File: src/rtl/core/sfcf_pkg.sv
// Shared types, codes and the microcode table of the SPI flash command framer.
// No dependencies; imported by the framer core, its sequencer and its checker.
`timescale 1ns / 1ps

package sfcf_pkg;

	// Payload field widths
	localparam int CMD_W     = 3;
	localparam int UNIT_W    = 24;
	localparam int OFFSET_W  = 12;
	localparam int LEN_W     = 13;
	localparam int OPCODE_W  = 8;
	localparam int ADDR_W    = 32;
	localparam int ABYTES_W  = 3;
	localparam int COUNT_W   = 9;

	// Frames per sector request at most
	localparam int FRAME_CAP = 16;
	localparam int FRAME_N_W = $clog2(FRAME_CAP);

	// Request commands
	localparam logic [CMD_W-1:0] CMD_READ_PAGE    = 3'd0;
	localparam logic [CMD_W-1:0] CMD_PROG_PAGE    = 3'd1;
	localparam logic [CMD_W-1:0] CMD_READ_SECTOR  = 3'd2;
	localparam logic [CMD_W-1:0] CMD_PROG_SECTOR  = 3'd3;
	localparam logic [CMD_W-1:0] CMD_ERASE_SECTOR = 3'd4;
	localparam logic [CMD_W-1:0] CMD_ERASE_BLOCK  = 3'd5;
	localparam logic [CMD_W-1:0] CMD_ERASE_CHIP   = 3'd6;

	// Flash instruction bytes
	localparam logic [OPCODE_W-1:0] OP_NONE         = 8'h00;
	localparam logic [OPCODE_W-1:0] OP_READ         = 8'h0B;
	localparam logic [OPCODE_W-1:0] OP_PROGRAM      = 8'h02;
	localparam logic [OPCODE_W-1:0] OP_ERASE_SECTOR = 8'h20;
	localparam logic [OPCODE_W-1:0] OP_ERASE_BLOCK  = 8'hD8;
	localparam logic [OPCODE_W-1:0] OP_ERASE_CHIP   = 8'hC7;

	// Address sizes
	localparam logic [ABYTES_W-1:0] ABYTES_NONE  = 3'd0;
	localparam logic [ABYTES_W-1:0] ABYTES_THREE = 3'd3;
	localparam logic [ABYTES_W-1:0] ABYTES_FOUR  = 3'd4;

	// Datapath action of one microcode step
	typedef enum logic [2:0] {
		ACT_WAIT_IN,
		ACT_DISPATCH,
		ACT_SETUP,
		ACT_ADD_OFF,
		ACT_EMIT
	} act_t;

	// How the step counter moves
	typedef enum logic [1:0] {
		COND_ALWAYS,
		COND_ACCEPT,
		COND_DISPATCH,
		COND_LAST_SENT
	} cond_t;

	// Unit size for the address multiply and the length clamp
	typedef enum logic [1:0] {
		MUL_PAGE,
		MUL_SECTOR,
		MUL_BLOCK
	} mul_t;

	// Kind of frame an emit step produces
	typedef enum logic [2:0] {
		KIND_READ,
		KIND_PROG,
		KIND_ERASE_SECTOR,
		KIND_ERASE_BLOCK,
		KIND_ERASE_CHIP,
		KIND_REJECT
	} kind_t;

	typedef logic [4:0] step_t;

	typedef struct packed {
		act_t  act;
		cond_t cond;
		mul_t  mul;
		kind_t kind;
		step_t next;
	} ctl_word_t;

	// Status from the datapath back to the sequencer
	typedef struct packed {
		logic  accepted;
		logic  emitted;
		logic  emit_last;
		step_t dispatch_step;
	} seq_status_t;

	// Program entry points
	localparam step_t STEP_WAIT     = 5'd0;
	localparam step_t STEP_DISPATCH = 5'd1;
	localparam step_t STEP_PR_SETUP = 5'd2;
	localparam step_t STEP_PR_ADD   = 5'd3;
	localparam step_t STEP_PR_EMIT  = 5'd4;
	localparam step_t STEP_PP_SETUP = 5'd5;
	localparam step_t STEP_PP_ADD   = 5'd6;
	localparam step_t STEP_PP_EMIT  = 5'd7;
	localparam step_t STEP_SR_SETUP = 5'd8;
	localparam step_t STEP_SR_ADD   = 5'd9;
	localparam step_t STEP_SR_EMIT  = 5'd10;
	localparam step_t STEP_SP_SETUP = 5'd11;
	localparam step_t STEP_SP_ADD   = 5'd12;
	localparam step_t STEP_SP_EMIT  = 5'd13;
	localparam step_t STEP_ES_SETUP = 5'd14;
	localparam step_t STEP_ES_EMIT  = 5'd15;
	localparam step_t STEP_EB_SETUP = 5'd16;
	localparam step_t STEP_EB_EMIT  = 5'd17;
	localparam step_t STEP_EC_EMIT  = 5'd18;
	localparam step_t STEP_REJ_EMIT = 5'd19;

	// Microcode table: one control word per step
	function automatic ctl_word_t ucode_rom(input step_t s);
		ctl_word_t w;
		w = '{act: ACT_WAIT_IN, cond: COND_ACCEPT, mul: MUL_PAGE, kind: KIND_REJECT,
			next: STEP_DISPATCH};
		case (s)
			STEP_WAIT: w = '{act: ACT_WAIT_IN, cond: COND_ACCEPT, mul: MUL_PAGE,
				kind: KIND_REJECT, next: STEP_DISPATCH};
			STEP_DISPATCH: w = '{act: ACT_DISPATCH, cond: COND_DISPATCH, mul: MUL_PAGE,
				kind: KIND_REJECT, next: STEP_WAIT};
			STEP_PR_SETUP: w = '{act: ACT_SETUP, cond: COND_ALWAYS, mul: MUL_PAGE,
				kind: KIND_READ, next: STEP_PR_ADD};
			STEP_PR_ADD: w = '{act: ACT_ADD_OFF, cond: COND_ALWAYS, mul: MUL_PAGE,
				kind: KIND_READ, next: STEP_PR_EMIT};
			STEP_PR_EMIT: w = '{act: ACT_EMIT, cond: COND_LAST_SENT, mul: MUL_PAGE,
				kind: KIND_READ, next: STEP_WAIT};
			STEP_PP_SETUP: w = '{act: ACT_SETUP, cond: COND_ALWAYS, mul: MUL_PAGE,
				kind: KIND_PROG, next: STEP_PP_ADD};
			STEP_PP_ADD: w = '{act: ACT_ADD_OFF, cond: COND_ALWAYS, mul: MUL_PAGE,
				kind: KIND_PROG, next: STEP_PP_EMIT};
			STEP_PP_EMIT: w = '{act: ACT_EMIT, cond: COND_LAST_SENT, mul: MUL_PAGE,
				kind: KIND_PROG, next: STEP_WAIT};
			STEP_SR_SETUP: w = '{act: ACT_SETUP, cond: COND_ALWAYS, mul: MUL_SECTOR,
				kind: KIND_READ, next: STEP_SR_ADD};
			STEP_SR_ADD: w = '{act: ACT_ADD_OFF, cond: COND_ALWAYS, mul: MUL_SECTOR,
				kind: KIND_READ, next: STEP_SR_EMIT};
			STEP_SR_EMIT: w = '{act: ACT_EMIT, cond: COND_LAST_SENT, mul: MUL_SECTOR,
				kind: KIND_READ, next: STEP_WAIT};
			STEP_SP_SETUP: w = '{act: ACT_SETUP, cond: COND_ALWAYS, mul: MUL_SECTOR,
				kind: KIND_PROG, next: STEP_SP_ADD};
			STEP_SP_ADD: w = '{act: ACT_ADD_OFF, cond: COND_ALWAYS, mul: MUL_SECTOR,
				kind: KIND_PROG, next: STEP_SP_EMIT};
			STEP_SP_EMIT: w = '{act: ACT_EMIT, cond: COND_LAST_SENT, mul: MUL_SECTOR,
				kind: KIND_PROG, next: STEP_WAIT};
			STEP_ES_SETUP: w = '{act: ACT_SETUP, cond: COND_ALWAYS, mul: MUL_SECTOR,
				kind: KIND_ERASE_SECTOR, next: STEP_ES_EMIT};
			STEP_ES_EMIT: w = '{act: ACT_EMIT, cond: COND_LAST_SENT, mul: MUL_SECTOR,
				kind: KIND_ERASE_SECTOR, next: STEP_WAIT};
			STEP_EB_SETUP: w = '{act: ACT_SETUP, cond: COND_ALWAYS, mul: MUL_BLOCK,
				kind: KIND_ERASE_BLOCK, next: STEP_EB_EMIT};
			STEP_EB_EMIT: w = '{act: ACT_EMIT, cond: COND_LAST_SENT, mul: MUL_BLOCK,
				kind: KIND_ERASE_BLOCK, next: STEP_WAIT};
			STEP_EC_EMIT: w = '{act: ACT_EMIT, cond: COND_LAST_SENT, mul: MUL_PAGE,
				kind: KIND_ERASE_CHIP, next: STEP_WAIT};
			STEP_REJ_EMIT: w = '{act: ACT_EMIT, cond: COND_LAST_SENT, mul: MUL_PAGE,
				kind: KIND_REJECT, next: STEP_WAIT};
			default: w = '{act: ACT_WAIT_IN, cond: COND_ALWAYS, mul: MUL_PAGE,
				kind: KIND_REJECT, next: STEP_WAIT};
		endcase
		return w;
	endfunction

endpackage

File: src/rtl/core/spi_flash_command_framer_core.sv
// Top level of the SPI flash command framer: request latch, address and length
// datapath, frame output register. Depends on sfcf_pkg and sfcf_sequencer.
`timescale 1ns / 1ps

// Usage
//   Request channel (in_valid / in_stall): one flash request per transfer,
//   taken only while the sequencer waits for work; in_stall is high otherwise.
//   Frame channel (out_valid / out_stall): one frame descriptor per transfer,
//   held in an output register; out_stall holds it and pauses the sequencer.
//   Config channel (cfg_valid / cfg_ready): cfg_ready is always high; write
//   four_byte_addressing only while no request is in flight.
// Sequencing
//   A taken request runs the dispatch step, then setup and offset add for a
//   page or sector transfer, setup alone for a sector or block erase, and
//   neither for chip erase or a rejected request, before the emit step.
//   The emit step registers each frame, up to 16 page frames per sector
//   transfer, one frame per cycle while the frame channel does not stall.
//   The next request is taken while the last frame still waits downstream.
// Reset
//   The step counter returns to the wait step, the frame register empties
//   and four_byte_addressing clears to 0. No clearing pass is needed.

module spi_flash_command_framer_core #(
	parameter int PAGE_BYTES        = 256,
	parameter int SECTOR_BYTES      = 4096,
	parameter int SECTORS_PER_BLOCK = 16
) (
	input  logic                              clk,
	input  logic                              arst_n,
	// request channel
	input  logic                              in_valid,
	output logic                              in_stall,
	input  logic [sfcf_pkg::CMD_W-1:0]        command,
	input  logic [sfcf_pkg::UNIT_W-1:0]       unit_index,
	input  logic [sfcf_pkg::OFFSET_W-1:0]     offset,
	input  logic [sfcf_pkg::LEN_W-1:0]        length,
	// frame channel
	output logic                              out_valid,
	input  logic                              out_stall,
	output logic [sfcf_pkg::OPCODE_W-1:0]     opcode,
	output logic [sfcf_pkg::ADDR_W-1:0]       address,
	output logic [sfcf_pkg::ABYTES_W-1:0]     address_bytes,
	output logic                              dummy_bytes,
	output logic [sfcf_pkg::COUNT_W-1:0]      payload_count,
	output logic                              payload_is_read,
	output logic                              write_enable_first,
	output logic                              wait_idle_before,
	output logic                              wait_idle_after,
	output logic                              rejected,
	output logic                              last,
	// configuration channel
	input  logic                              cfg_valid,
	output logic                              cfg_ready,
	input  logic                              cfg_data
);
	import sfcf_pkg::*;

	localparam int BLOCK_SPAN = SECTOR_BYTES * SECTORS_PER_BLOCK;
	localparam int MUL_W      = $clog2(BLOCK_SPAN + 1);
	localparam int PROD_W     = UNIT_W + MUL_W;
	localparam int PAGE_W     = $clog2(PAGE_BYTES);
	localparam int ROOM_W     = $clog2(PAGE_BYTES + 1);
	localparam int SPAN_W     = ($clog2(SECTOR_BYTES + 1) > ROOM_W) ?
		$clog2(SECTOR_BYTES + 1) : ROOM_W;
	localparam int REM_W      = (SPAN_W > LEN_W) ? SPAN_W : LEN_W;
	localparam int Q_BITS     = $clog2((1 << OFFSET_W) / PAGE_BYTES + 1);
	localparam int MOD_W      = OFFSET_W + 2;

	// Offset modulo the page size, one restoring step per quotient bit
	function automatic logic [PAGE_W-1:0] page_rem(input logic [OFFSET_W-1:0] v);
		logic [MOD_W-1:0] r;
		r = MOD_W'(v);
		for (int k = Q_BITS - 1; k >= 0; k--) begin
			if (r >= (MOD_W'(PAGE_BYTES) << k)) begin
				r = r - (MOD_W'(PAGE_BYTES) << k);
			end
		end
		return PAGE_W'(r);
	endfunction

	ctl_word_t   ctl;
	seq_status_t status;

	// request latch and working registers
	logic [CMD_W-1:0]     cmd_q;
	logic [UNIT_W-1:0]    unit_q;
	logic [OFFSET_W-1:0]  off_q;
	logic [LEN_W-1:0]     len_q;
	logic [ADDR_W-1:0]    addr_q;
	logic [REM_W-1:0]     remaining_q;
	logic [PAGE_W-1:0]    local_q;
	logic [FRAME_N_W-1:0] n_q;
	logic                 fba_q;

	// frame output register
	logic                 out_valid_q;
	logic [OPCODE_W-1:0]  opcode_q;
	logic [ADDR_W-1:0]    address_q;
	logic [ABYTES_W-1:0]  address_bytes_q;
	logic                 dummy_bytes_q;
	logic [COUNT_W-1:0]   payload_count_q;
	logic                 payload_is_read_q;
	logic                 write_enable_first_q;
	logic                 wait_idle_before_q;
	logic                 wait_idle_after_q;
	logic                 rejected_q;
	logic                 last_q;

	logic                 accept;
	logic                 slot_free;
	logic                 fire;
	step_t                dispatch_step;
	logic [MUL_W-1:0]     mul_k;
	logic [PROD_W-1:0]    prod;
	logic [REM_W-1:0]     span;
	logic [REM_W-1:0]     len_w;
	logic [REM_W-1:0]     off_w;
	logic [REM_W-1:0]     len_eff;
	logic [REM_W-1:0]     lim;
	logic [REM_W-1:0]     setup_rem;
	logic [PAGE_W-1:0]    setup_local;
	logic [ROOM_W-1:0]    room;
	logic [REM_W-1:0]     count;
	logic [REM_W-1:0]     rem_next;
	logic                 data_last;
	logic [ABYTES_W-1:0]  ab_cfg;

	// frame fields being built
	logic [OPCODE_W-1:0]  f_opcode;
	logic [ADDR_W-1:0]    f_address;
	logic [ABYTES_W-1:0]  f_abytes;
	logic                 f_dummy;
	logic [COUNT_W-1:0]   f_count;
	logic                 f_rd;
	logic                 f_we;
	logic                 f_wb;
	logic                 f_wa;
	logic                 f_rej;
	logic                 f_last;

	sfcf_sequencer u_seq (
		.clk    (clk),
		.arst_n (arst_n),
		.status (status),
		.ctl    (ctl)
	);

	// Handshakes
	assign in_stall  = (ctl.act != ACT_WAIT_IN);
	assign accept    = in_valid && !in_stall;
	assign slot_free = !out_valid_q || !out_stall;
	assign fire      = (ctl.act == ACT_EMIT) && slot_free;
	assign cfg_ready = 1'b1;

	// Route the request to its program, or to the reject frame
	always_comb begin
		case (cmd_q)
			CMD_READ_PAGE:
				dispatch_step = (REM_W'(off_q) >= REM_W'(PAGE_BYTES)) ? STEP_REJ_EMIT
					: STEP_PR_SETUP;
			CMD_PROG_PAGE:
				dispatch_step = (REM_W'(off_q) >= REM_W'(PAGE_BYTES)) ? STEP_REJ_EMIT
					: STEP_PP_SETUP;
			CMD_READ_SECTOR:
				dispatch_step = (REM_W'(off_q) >= REM_W'(SECTOR_BYTES)) ? STEP_REJ_EMIT
					: STEP_SR_SETUP;
			CMD_PROG_SECTOR:
				dispatch_step = (REM_W'(off_q) >= REM_W'(SECTOR_BYTES)) ? STEP_REJ_EMIT
					: STEP_SP_SETUP;
			CMD_ERASE_SECTOR: dispatch_step = STEP_ES_SETUP;
			CMD_ERASE_BLOCK:  dispatch_step = STEP_EB_SETUP;
			CMD_ERASE_CHIP:   dispatch_step = STEP_EC_EMIT;
			default:          dispatch_step = STEP_REJ_EMIT;
		endcase
	end

	// Base address multiply by the selected unit size
	always_comb begin
		case (ctl.mul)
			MUL_PAGE:   mul_k = MUL_W'(PAGE_BYTES);
			MUL_SECTOR: mul_k = MUL_W'(SECTOR_BYTES);
			MUL_BLOCK:  mul_k = MUL_W'(BLOCK_SPAN);
			default:    mul_k = '0;
		endcase
	end
	assign prod = PROD_W'(unit_q) * PROD_W'(mul_k);

	// Clamp the length to the rest of the page or sector
	always_comb begin
		span    = (ctl.mul == MUL_PAGE) ? REM_W'(PAGE_BYTES) : REM_W'(SECTOR_BYTES);
		len_w   = REM_W'(len_q);
		off_w   = REM_W'(off_q);
		len_eff = ((len_w == '0) || (len_w > span)) ? span : len_w;
		lim     = span - off_w;
		setup_rem   = (len_eff < lim) ? len_eff : lim;
		setup_local = (ctl.mul == MUL_PAGE) ? PAGE_W'(off_q) : page_rem(off_q);
	end

	// Split the range at page boundaries
	always_comb begin
		room      = ROOM_W'(PAGE_BYTES) - ROOM_W'(local_q);
		count     = (remaining_q < REM_W'(room)) ? remaining_q : REM_W'(room);
		rem_next  = remaining_q - count;
		data_last = (rem_next == '0) || (n_q == FRAME_N_W'(FRAME_CAP - 1));
		ab_cfg    = fba_q ? ABYTES_FOUR : ABYTES_THREE;
	end

	// Build the frame fields of the current kind
	always_comb begin
		f_opcode  = OP_NONE;
		f_address = addr_q;
		f_abytes  = ab_cfg;
		f_dummy   = 1'b0;
		f_count   = '0;
		f_rd      = 1'b0;
		f_we      = 1'b1;
		f_wb      = 1'b1;
		f_wa      = 1'b1;
		f_rej     = 1'b0;
		f_last    = 1'b1;
		case (ctl.kind)
			KIND_READ: begin
				f_opcode = OP_READ;
				f_dummy  = 1'b1;
				f_count  = COUNT_W'(count);
				f_rd     = 1'b1;
				f_we     = 1'b0;
				f_wb     = 1'b0;
				f_wa     = 1'b0;
				f_last   = data_last;
			end
			KIND_PROG: begin
				f_opcode = OP_PROGRAM;
				f_count  = COUNT_W'(count);
				f_last   = data_last;
			end
			KIND_ERASE_SECTOR: f_opcode = OP_ERASE_SECTOR;
			KIND_ERASE_BLOCK:  f_opcode = OP_ERASE_BLOCK;
			KIND_ERASE_CHIP: begin
				f_opcode  = OP_ERASE_CHIP;
				f_address = '0;
				f_abytes  = ABYTES_NONE;
				f_wb      = 1'b0;
			end
			default: begin
				f_address = '0;
				f_abytes  = ABYTES_NONE;
				f_we      = 1'b0;
				f_wb      = 1'b0;
				f_wa      = 1'b0;
				f_rej     = 1'b1;
			end
		endcase
	end

	// Report to the sequencer
	always_comb begin
		status.accepted      = accept;
		status.emitted       = fire;
		status.emit_last     = f_last;
		status.dispatch_step = dispatch_step;
	end

	// Hold control state: config register and frame valid
	always_ff @(posedge clk or negedge arst_n) begin
		if (!arst_n) begin
			fba_q       <= 1'b0;
			out_valid_q <= 1'b0;
		end else begin
			if (cfg_valid && cfg_ready) begin
				fba_q <= cfg_data;
			end
			if (fire) begin
				out_valid_q <= 1'b1;
			end else if (!out_stall) begin
				out_valid_q <= 1'b0;
			end
		end
	end

	// Latch the request and advance the working registers
	always_ff @(posedge clk) begin
		if (accept) begin
			cmd_q  <= command;
			unit_q <= unit_index;
			off_q  <= offset;
			len_q  <= length;
		end
		case (ctl.act)
			ACT_SETUP: begin
				addr_q      <= prod[ADDR_W-1:0];
				remaining_q <= setup_rem;
				local_q     <= setup_local;
				n_q         <= '0;
			end
			ACT_ADD_OFF: begin
				addr_q <= addr_q + ADDR_W'(off_q);
			end
			ACT_EMIT: begin
				if (fire) begin
					addr_q      <= addr_q + ADDR_W'(count);
					remaining_q <= rem_next;
					local_q     <= '0;
					n_q         <= n_q + 1'b1;
				end
			end
			default: begin
			end
		endcase
	end

	// Load the frame register when the slot frees
	always_ff @(posedge clk) begin
		if (fire) begin
			opcode_q             <= f_opcode;
			address_q            <= f_address;
			address_bytes_q      <= f_abytes;
			dummy_bytes_q        <= f_dummy;
			payload_count_q      <= f_count;
			payload_is_read_q    <= f_rd;
			write_enable_first_q <= f_we;
			wait_idle_before_q   <= f_wb;
			wait_idle_after_q    <= f_wa;
			rejected_q           <= f_rej;
			last_q               <= f_last;
		end
	end

	assign out_valid          = out_valid_q;
	assign opcode             = opcode_q;
	assign address            = address_q;
	assign address_bytes      = address_bytes_q;
	assign dummy_bytes        = dummy_bytes_q;
	assign payload_count      = payload_count_q;
	assign payload_is_read    = payload_is_read_q;
	assign write_enable_first = write_enable_first_q;
	assign wait_idle_before   = wait_idle_before_q;
	assign wait_idle_after    = wait_idle_after_q;
	assign rejected           = rejected_q;
	assign last               = last_q;

endmodule

File: src/rtl/core/sfcf_sequencer.sv
// Step counter and microcode fetch of the SPI flash command framer.
// Depends on sfcf_pkg for the control word, status struct and program table.
`timescale 1ns / 1ps

module sfcf_sequencer (
	input  logic                clk,
	input  logic                arst_n,
	input  sfcf_pkg::seq_status_t status,
	output sfcf_pkg::ctl_word_t ctl
);
	import sfcf_pkg::*;

	step_t step_q;
	step_t step_d;

	// Fetch the control word of the current step
	assign ctl = ucode_rom(step_q);

	// Pick the next step by the jump condition
	always_comb begin
		case (ctl.cond)
			COND_ALWAYS:    step_d = ctl.next;
			COND_ACCEPT:    step_d = status.accepted ? ctl.next : step_q;
			COND_DISPATCH:  step_d = status.dispatch_step;
			COND_LAST_SENT: step_d = (status.emitted && status.emit_last) ? ctl.next : step_q;
			default:        step_d = STEP_WAIT;
		endcase
	end

	// Hold the step counter
	always_ff @(posedge clk or negedge arst_n) begin
		if (!arst_n) begin
			step_q <= STEP_WAIT;
		end else begin
			step_q <= step_d;
		end
	end

endmodule

File: config.mk
export PLATFORM = sky130hd
export DESIGN_NAME = spi_flash_command_framer_core
export DESIGN_NICKNAME = d
export VERILOG_FILES = /design/src/rtl/core/sfcf_pkg.sv /design/src/rtl/core/spi_flash_command_framer_core.sv /design/src/rtl/core/sfcf_sequencer.sv
export SDC_FILE = /design/constraint.sdc
export NUM_CORES = 1
export LEC_CHECK = 0
export BUFFER_PORTS_ARGS = -buffer_cell sky130_fd_sc_hd__buf_2
export CORE_AREA = 2 2 181 228
export CTS_CLUSTER_SIZE = 28
export DETAILED_ROUTE_END_ITERATION = 7
export DIE_AREA = 0 0 183 230
export HOLD_SLACK_MARGIN = 0.1
export SYNTH_ARGS = -nofsm -noshare
export SYNTH_HDL_FRONTEND = slang
export SYNTH_HIERARCHICAL = 1
export SYNTH_SLANG_ARGS = --single-unit
File: constraint.sdc
create_clock -name clk -period 8.1 [get_ports clk]
set_clock_uncertainty 0.05 [all_clocks]
set_input_delay 1.62 -clock clk [delete_from_list [all_inputs] [get_ports clk]]
set_output_delay 1.62 -clock clk [all_outputs]
set_load 0.02 [all_outputs]
==> impl_metrics.tcl, run 1 <==
set metrics [dict create \
    cts_hold_buf 0 \
    yosysWarnings 6 \
    port_buffers 118 \
    grt_pass1_wl_mm 44.5 \
    gp_congestion 0.885 \
    die_w_um 183 \
    max_slew.worst_pin.slew_ns 1.28 \
    drc 0 \
    maxSlewHeadroom_pct 14.8 \
    final_common_cell "edfxtp_1" \
    cap_violations 0 \
    crit_required_ns 8.23 \
    final_net_count 1461 \
    io_pins 120 \
    via_count 8424 \
    worstSetupPathType "register to register" \
    h-tree-depth 4 \
    synth_area_per_cell_um2 10.4 \
    worst_setup_path_end_kind "register" \
    fin_util_pct 34.1 \
    grt_usage_pct 13.6 \
    clk_path_buf_depth 2 \
    r2r_setup_slack_ns 1.40 \
    max_freq_mhz 149 \
    root_buffer "clkbuf_16" \
    setup_viol 0 \
    cp.arrival_ns 6.83 \
    period_needed_ns 6.70 \
    grt_max_degree 58 \
    grt_pass1_vias 8358 \
    clk_latency_ns 0.46 \
    drive_gt1_share_pct 15.8 \
    start_kind "register" \
    cts_resized 0 \
    drt-pass1-iter-count 5 \
    cts_setup_buffers 0 \
    worst-path-max-fanout 20 \
    drt_iter0_drc 425 \
    design_area_mm2 0.0136 \
    ant_nets 0 \
    antenna_found_initial 2 \
    via_per_inst 4.77 \
    fp.dieH_um 230 \
    coreArea_mm2 0.0398 \
    final_cell_mix "edfxtp_1 (164), ha_1 (136), buf_2 (118), inv_1 (108), nor2_1 (90)" \
    syn_inst 1144 \
    cts_buffers 17 \
    syn_nets 1355 \
    cts_tree "built" \
    dpl_cell_area_mm2 0.0130 \
    die_area_mm2 0.0421 \
    insertedDiodeCount 0 \
    finalCritPeriodShare_pct 82.7 \
    clock_sinks 171 \
    hold_class "register to register" \
    timing.final.hold_violations 0 \
    status "finished, final reports clean" \
    slew_viol_final 0 \
    area_delta_synth_final_pct 14.3 \
    drt-wirelength-per-cell_um 15.7 \
    fillers 4005 \
    setup_tns_ns 0 \
    rsz0062_at_grt "no" \
    clk_pin_slew_ns 0.07 \
    overflow 0 \
    num_rows 82 \
    initial_core_util_pct 29.8 \
    syn-cell-area_mm2 0.0119 \
    wl_mm 27.7 \
    hpwl_mm 21.8 \
]
[state kept, by name, indices dropped and copies added, names as in the netlist, 2 cells and up]
name and cells:
cmd_q 3, address_bytes 2, local_q 8, remaining_q 13, addr_q 32, len_q 13
opcode 7, u_seq/step_q 5, off_q 12, n_q 4, unit_q 24, address 32
payload_count 9
[final timing paths]
| path | from | to | cells after the start |
|---|---|---|---|
| max in group asynchronous | arst_n | fba_q | 1 |
| hold reg to reg | fba_q | fba_q | 1 |
| hold / removal | fba_q | fba_q | 1 |
| setup reg to reg | u_seq/step_q[4] | addr_q[30] | 24 |
| min in group asynchronous | arst_n | out_valid | 1 |
| setup / recovery | u_seq/step_q[4] | addr_q[30] | 24 |
[worst max-delay path, cell delays in order, from the launching register on]
cell,delay [ns]
dfrtp_1,0.70
or3b_1,0.45
nor2_1,0.48
nor2b_1,0.10
buf_4,0.21
and2_1,0.17
ha_1,0.27
inv_1,0.05
fa_1,0.53
inv_1,0.05
ha_1,0.29
ha_1,0.30
ha_1,0.34
fa_1,0.48
a21o_1,0.20
a21oi_1,0.22
o21bai_1,0.09
a21oi_1,0.22
nor2b_1,0.07
o21a_1,0.19
o31a_1,0.27
nor4_1,0.24
o311ai_0,0.22
xnor2_1,0.17
mux2i_1,0.08
[per-stage QoR]
stage | hold WS (ns) | worst slack, ns | cells
floorplan | 0.446 | 1.12 | 1144
global placement | 0.477 | 1.54 | 1735
detailed placement | 0.489 | 1.48 | 1735
CTS | 0.510 | 1.43 | 1766
global route | 0.530 | 0.869 | 1766
finish | 0.497 | 1.40 | 1766
[layer usage]
layer | up-vias | share of wire, % | track usage, % | routed length, um
li1 | 4215 | - | - | -
met1 | 3986 | 45 | 17.0 | 12400
met2 | 177 | 49 | 22.9 | 13500
met3 | 42 | 4.1 | 2.88 | 1150
met4 | 4 | 2.1 | 4.88 | 586
met5 | - | 0.076 | 0 | 21
[area by class of cell]
cell class / count / area [um2] / share of cell area [%]
Clock inverter: 12 / 119 / 0.876
Inverter: 109 / 409 / 3.02
Sequential cell: 171 / 5100 / 37.6
Tap cell: 504 / 631 / 4.65
Timing Repair Buffer: 127 / 658 / 4.85
Multi-Input combinational cell: 824 / 6210 / 45.8
Clock buffer: 19 / 433 / 3.19
Power of run 1 is not shown: default switching activity piles up to over one toggle a cycle in this logic, so the estimate is an artifact.
==> run 2, diff against run 1 <==
--- a/config.mk
+++ b/config.mk
@@ -5,11 +5,12 @@
 export SDC_FILE = /design/constraint.sdc
 export NUM_CORES = 1
 export LEC_CHECK = 0
+export ABC_AREA = 1
 export BUFFER_PORTS_ARGS = -buffer_cell sky130_fd_sc_hd__buf_2
-export CORE_AREA = 2 2 181 228
+export CORE_AREA = 2 2 185 232
 export CTS_CLUSTER_SIZE = 28
 export DETAILED_ROUTE_END_ITERATION = 7
-export DIE_AREA = 0 0 183 230
+export DIE_AREA = 0 0 187 234
 export HOLD_SLACK_MARGIN = 0.1
 export SYNTH_ARGS = -nofsm -noshare
 export SYNTH_HDL_FRONTEND = slang
==> constraint.sdc (replaced) <==
create_clock -name clk -period 5.9 [get_ports clk]
set_clock_uncertainty 0.05 [all_clocks]
set_input_delay 1.18 -clock clk [delete_from_list [all_inputs] [get_ports clk]]
set_output_delay 1.18 -clock clk [all_outputs]
set_load 0.02 [all_outputs]
==> impl_metrics.tcl, run 2 <==
set metrics [dict create \
    status "finished, final reports clean" \
    via_count 9620 \
    max_freq_mhz 187 \
    cts_resized 0 \
    grt_max_degree 41 \
    final_common_cell "nand2_1" \
    cp_common_cell "nand2_1" \
    clk_latency_ns 0.46 \
    synth_area_per_cell_um2 8.78 \
    drt_iter0_drc 527 \
    setup_tns_ns 0 \
    drive_gt1_share_pct 16.6 \
    grt_pass1_vias 9495 \
    worst-path-max-fanout 5 \
    syn-cell-area_mm2 0.0123 \
    h-tree-depth 4 \
    worst_setup_path_end_kind "register" \
    cp.arrival_ns 5.50 \
    die_area_mm2 0.0438 \
    timing.final.hold_violations 0 \
    syn_inst 1400 \
    hpwl_mm 23.9 \
    yosysWarnings 6 \
    drc 0 \
    cts_tree "built" \
    port_buffers 118 \
    die_w_um 187 \
    fin_cells 2106 \
    ant_nets 0 \
    finalCritPeriodShare_pct 90.5 \
    via_per_inst 4.57 \
    root_buffer "clkbuf_16" \
    drt-pass1-iter-count 5 \
    crit_required_ns 6.06 \
    overflow 0 \
    clock_sinks 171 \
    final_net_count 1745 \
    grt_pass1_wl_mm 48.2 \
    wl_mm 30.2 \
    min_path_cells 2 \
    drt-wirelength-per-cell_um 14.3 \
    num_rows 84 \
    grt_usage_pct 14.0 \
    cap_violations 0 \
    max_slew.worst_pin.slew_ns 1.00 \
    hold_class "register to register" \
    gp_congestion 0.877 \
    initial_core_util_pct 29.5 \
    worstSetupPathType "register to register" \
    critPathMaxStageDelay_ns 0.52 \
    start_kind "register" \
    clk_path_buf_depth 2 \
    insertedDiodeCount 0 \
    fp.dieH_um 234 \
    rsz0062_at_grt "no" \
    r2r_cells 27 \
    slew_viol_final 0 \
    cp_top_family "adder cells" \
    crit_slowest_cell "fa_1" \
    cts_hold_buf 0 \
    path_buf_inv 5 \
    cts_setup_buffers 0 \
    area_delta_synth_final_pct 16.2 \
    period_needed_ns 5.34 \
    setup_viol 0 \
    place_inst 2074 \
    io_pins 120 \
    clk_pin_slew_ns 0.07 \
    final_cell_mix "nand2_1 (248), inv_1 (219), nor2_1 (167), edfxtp_1 (164), ha_1 (136)" \
    cts_buffers 17 \
    syn_nets 1611 \
    maxSlewHeadroom_pct 33.2 \
    coreArea_mm2 0.0417 \
    critical_path_depth 27 \
    antenna_found_initial 0 \
]
run 2: worst register-to-register path, delay by kind of cell (launching register included):
family          cells  cell delay, ns
buf+inv             5            0.43
flops               1            0.38
compound gates      6            0.99
fa+ha+maj           6            2.05
simple gates       10            1.21
run 2: stage by stage:
step | utilization [%] | cell area (um2) | setup WS (ns) | hold WS [ns]
finish | 34.2 | 14300 | 0.559 | 0.485
global route | 34.2 | 14300 | 0.0447 | 0.531
CTS | 34.2 | 14300 | 0.519 | 0.487
detailed placement | 32.7 | 13600 | 0.551 | 0.472
global placement | 32.7 | 13600 | 0.606 | 0.487
floorplan | - | 12300 | 0.569 | 0.467
run 2: layer usage:
layer | vias up | GRT usage [%] | part of all wire [%]
li1 | 4896 | - | -
met1 | 4478 | 16.9 | 44
met2 | 204 | 25.1 | 50
met3 | 42 | 1.90 | 3.1
met4 | 0 | 6.10 | 2.8
met5 | - | 0 | 0
run 2: worst paths after layout:
check                                 from               to  slack, ns
setup / recovery           u_seq/step_q[2]       addr_q[28]       0.56
hold / removal                   out_valid        out_valid       0.48
setup reg to reg           u_seq/step_q[2]       addr_q[28]       0.56
hold reg to reg                  out_valid        out_valid       0.48
max in group asynchronous           arst_n  u_seq/step_q[1]       5.06
min in group asynchronous           arst_n  u_seq/step_q[2]       0.53
run 2: cell type report:
type | instances | area [um2]
Clock buffer | 21 | 470
Clock inverter | 11 | 159
Fill cell | 4356 | 27400
Inverter | 234 | 883
Multi-Input combinational cell | 964 | 6170
Sequential cell | 171 | 5100
Tap cell | 559 | 699
Timing Repair Buffer | 146 | 801
Power of run 2 is left out for the same reason.
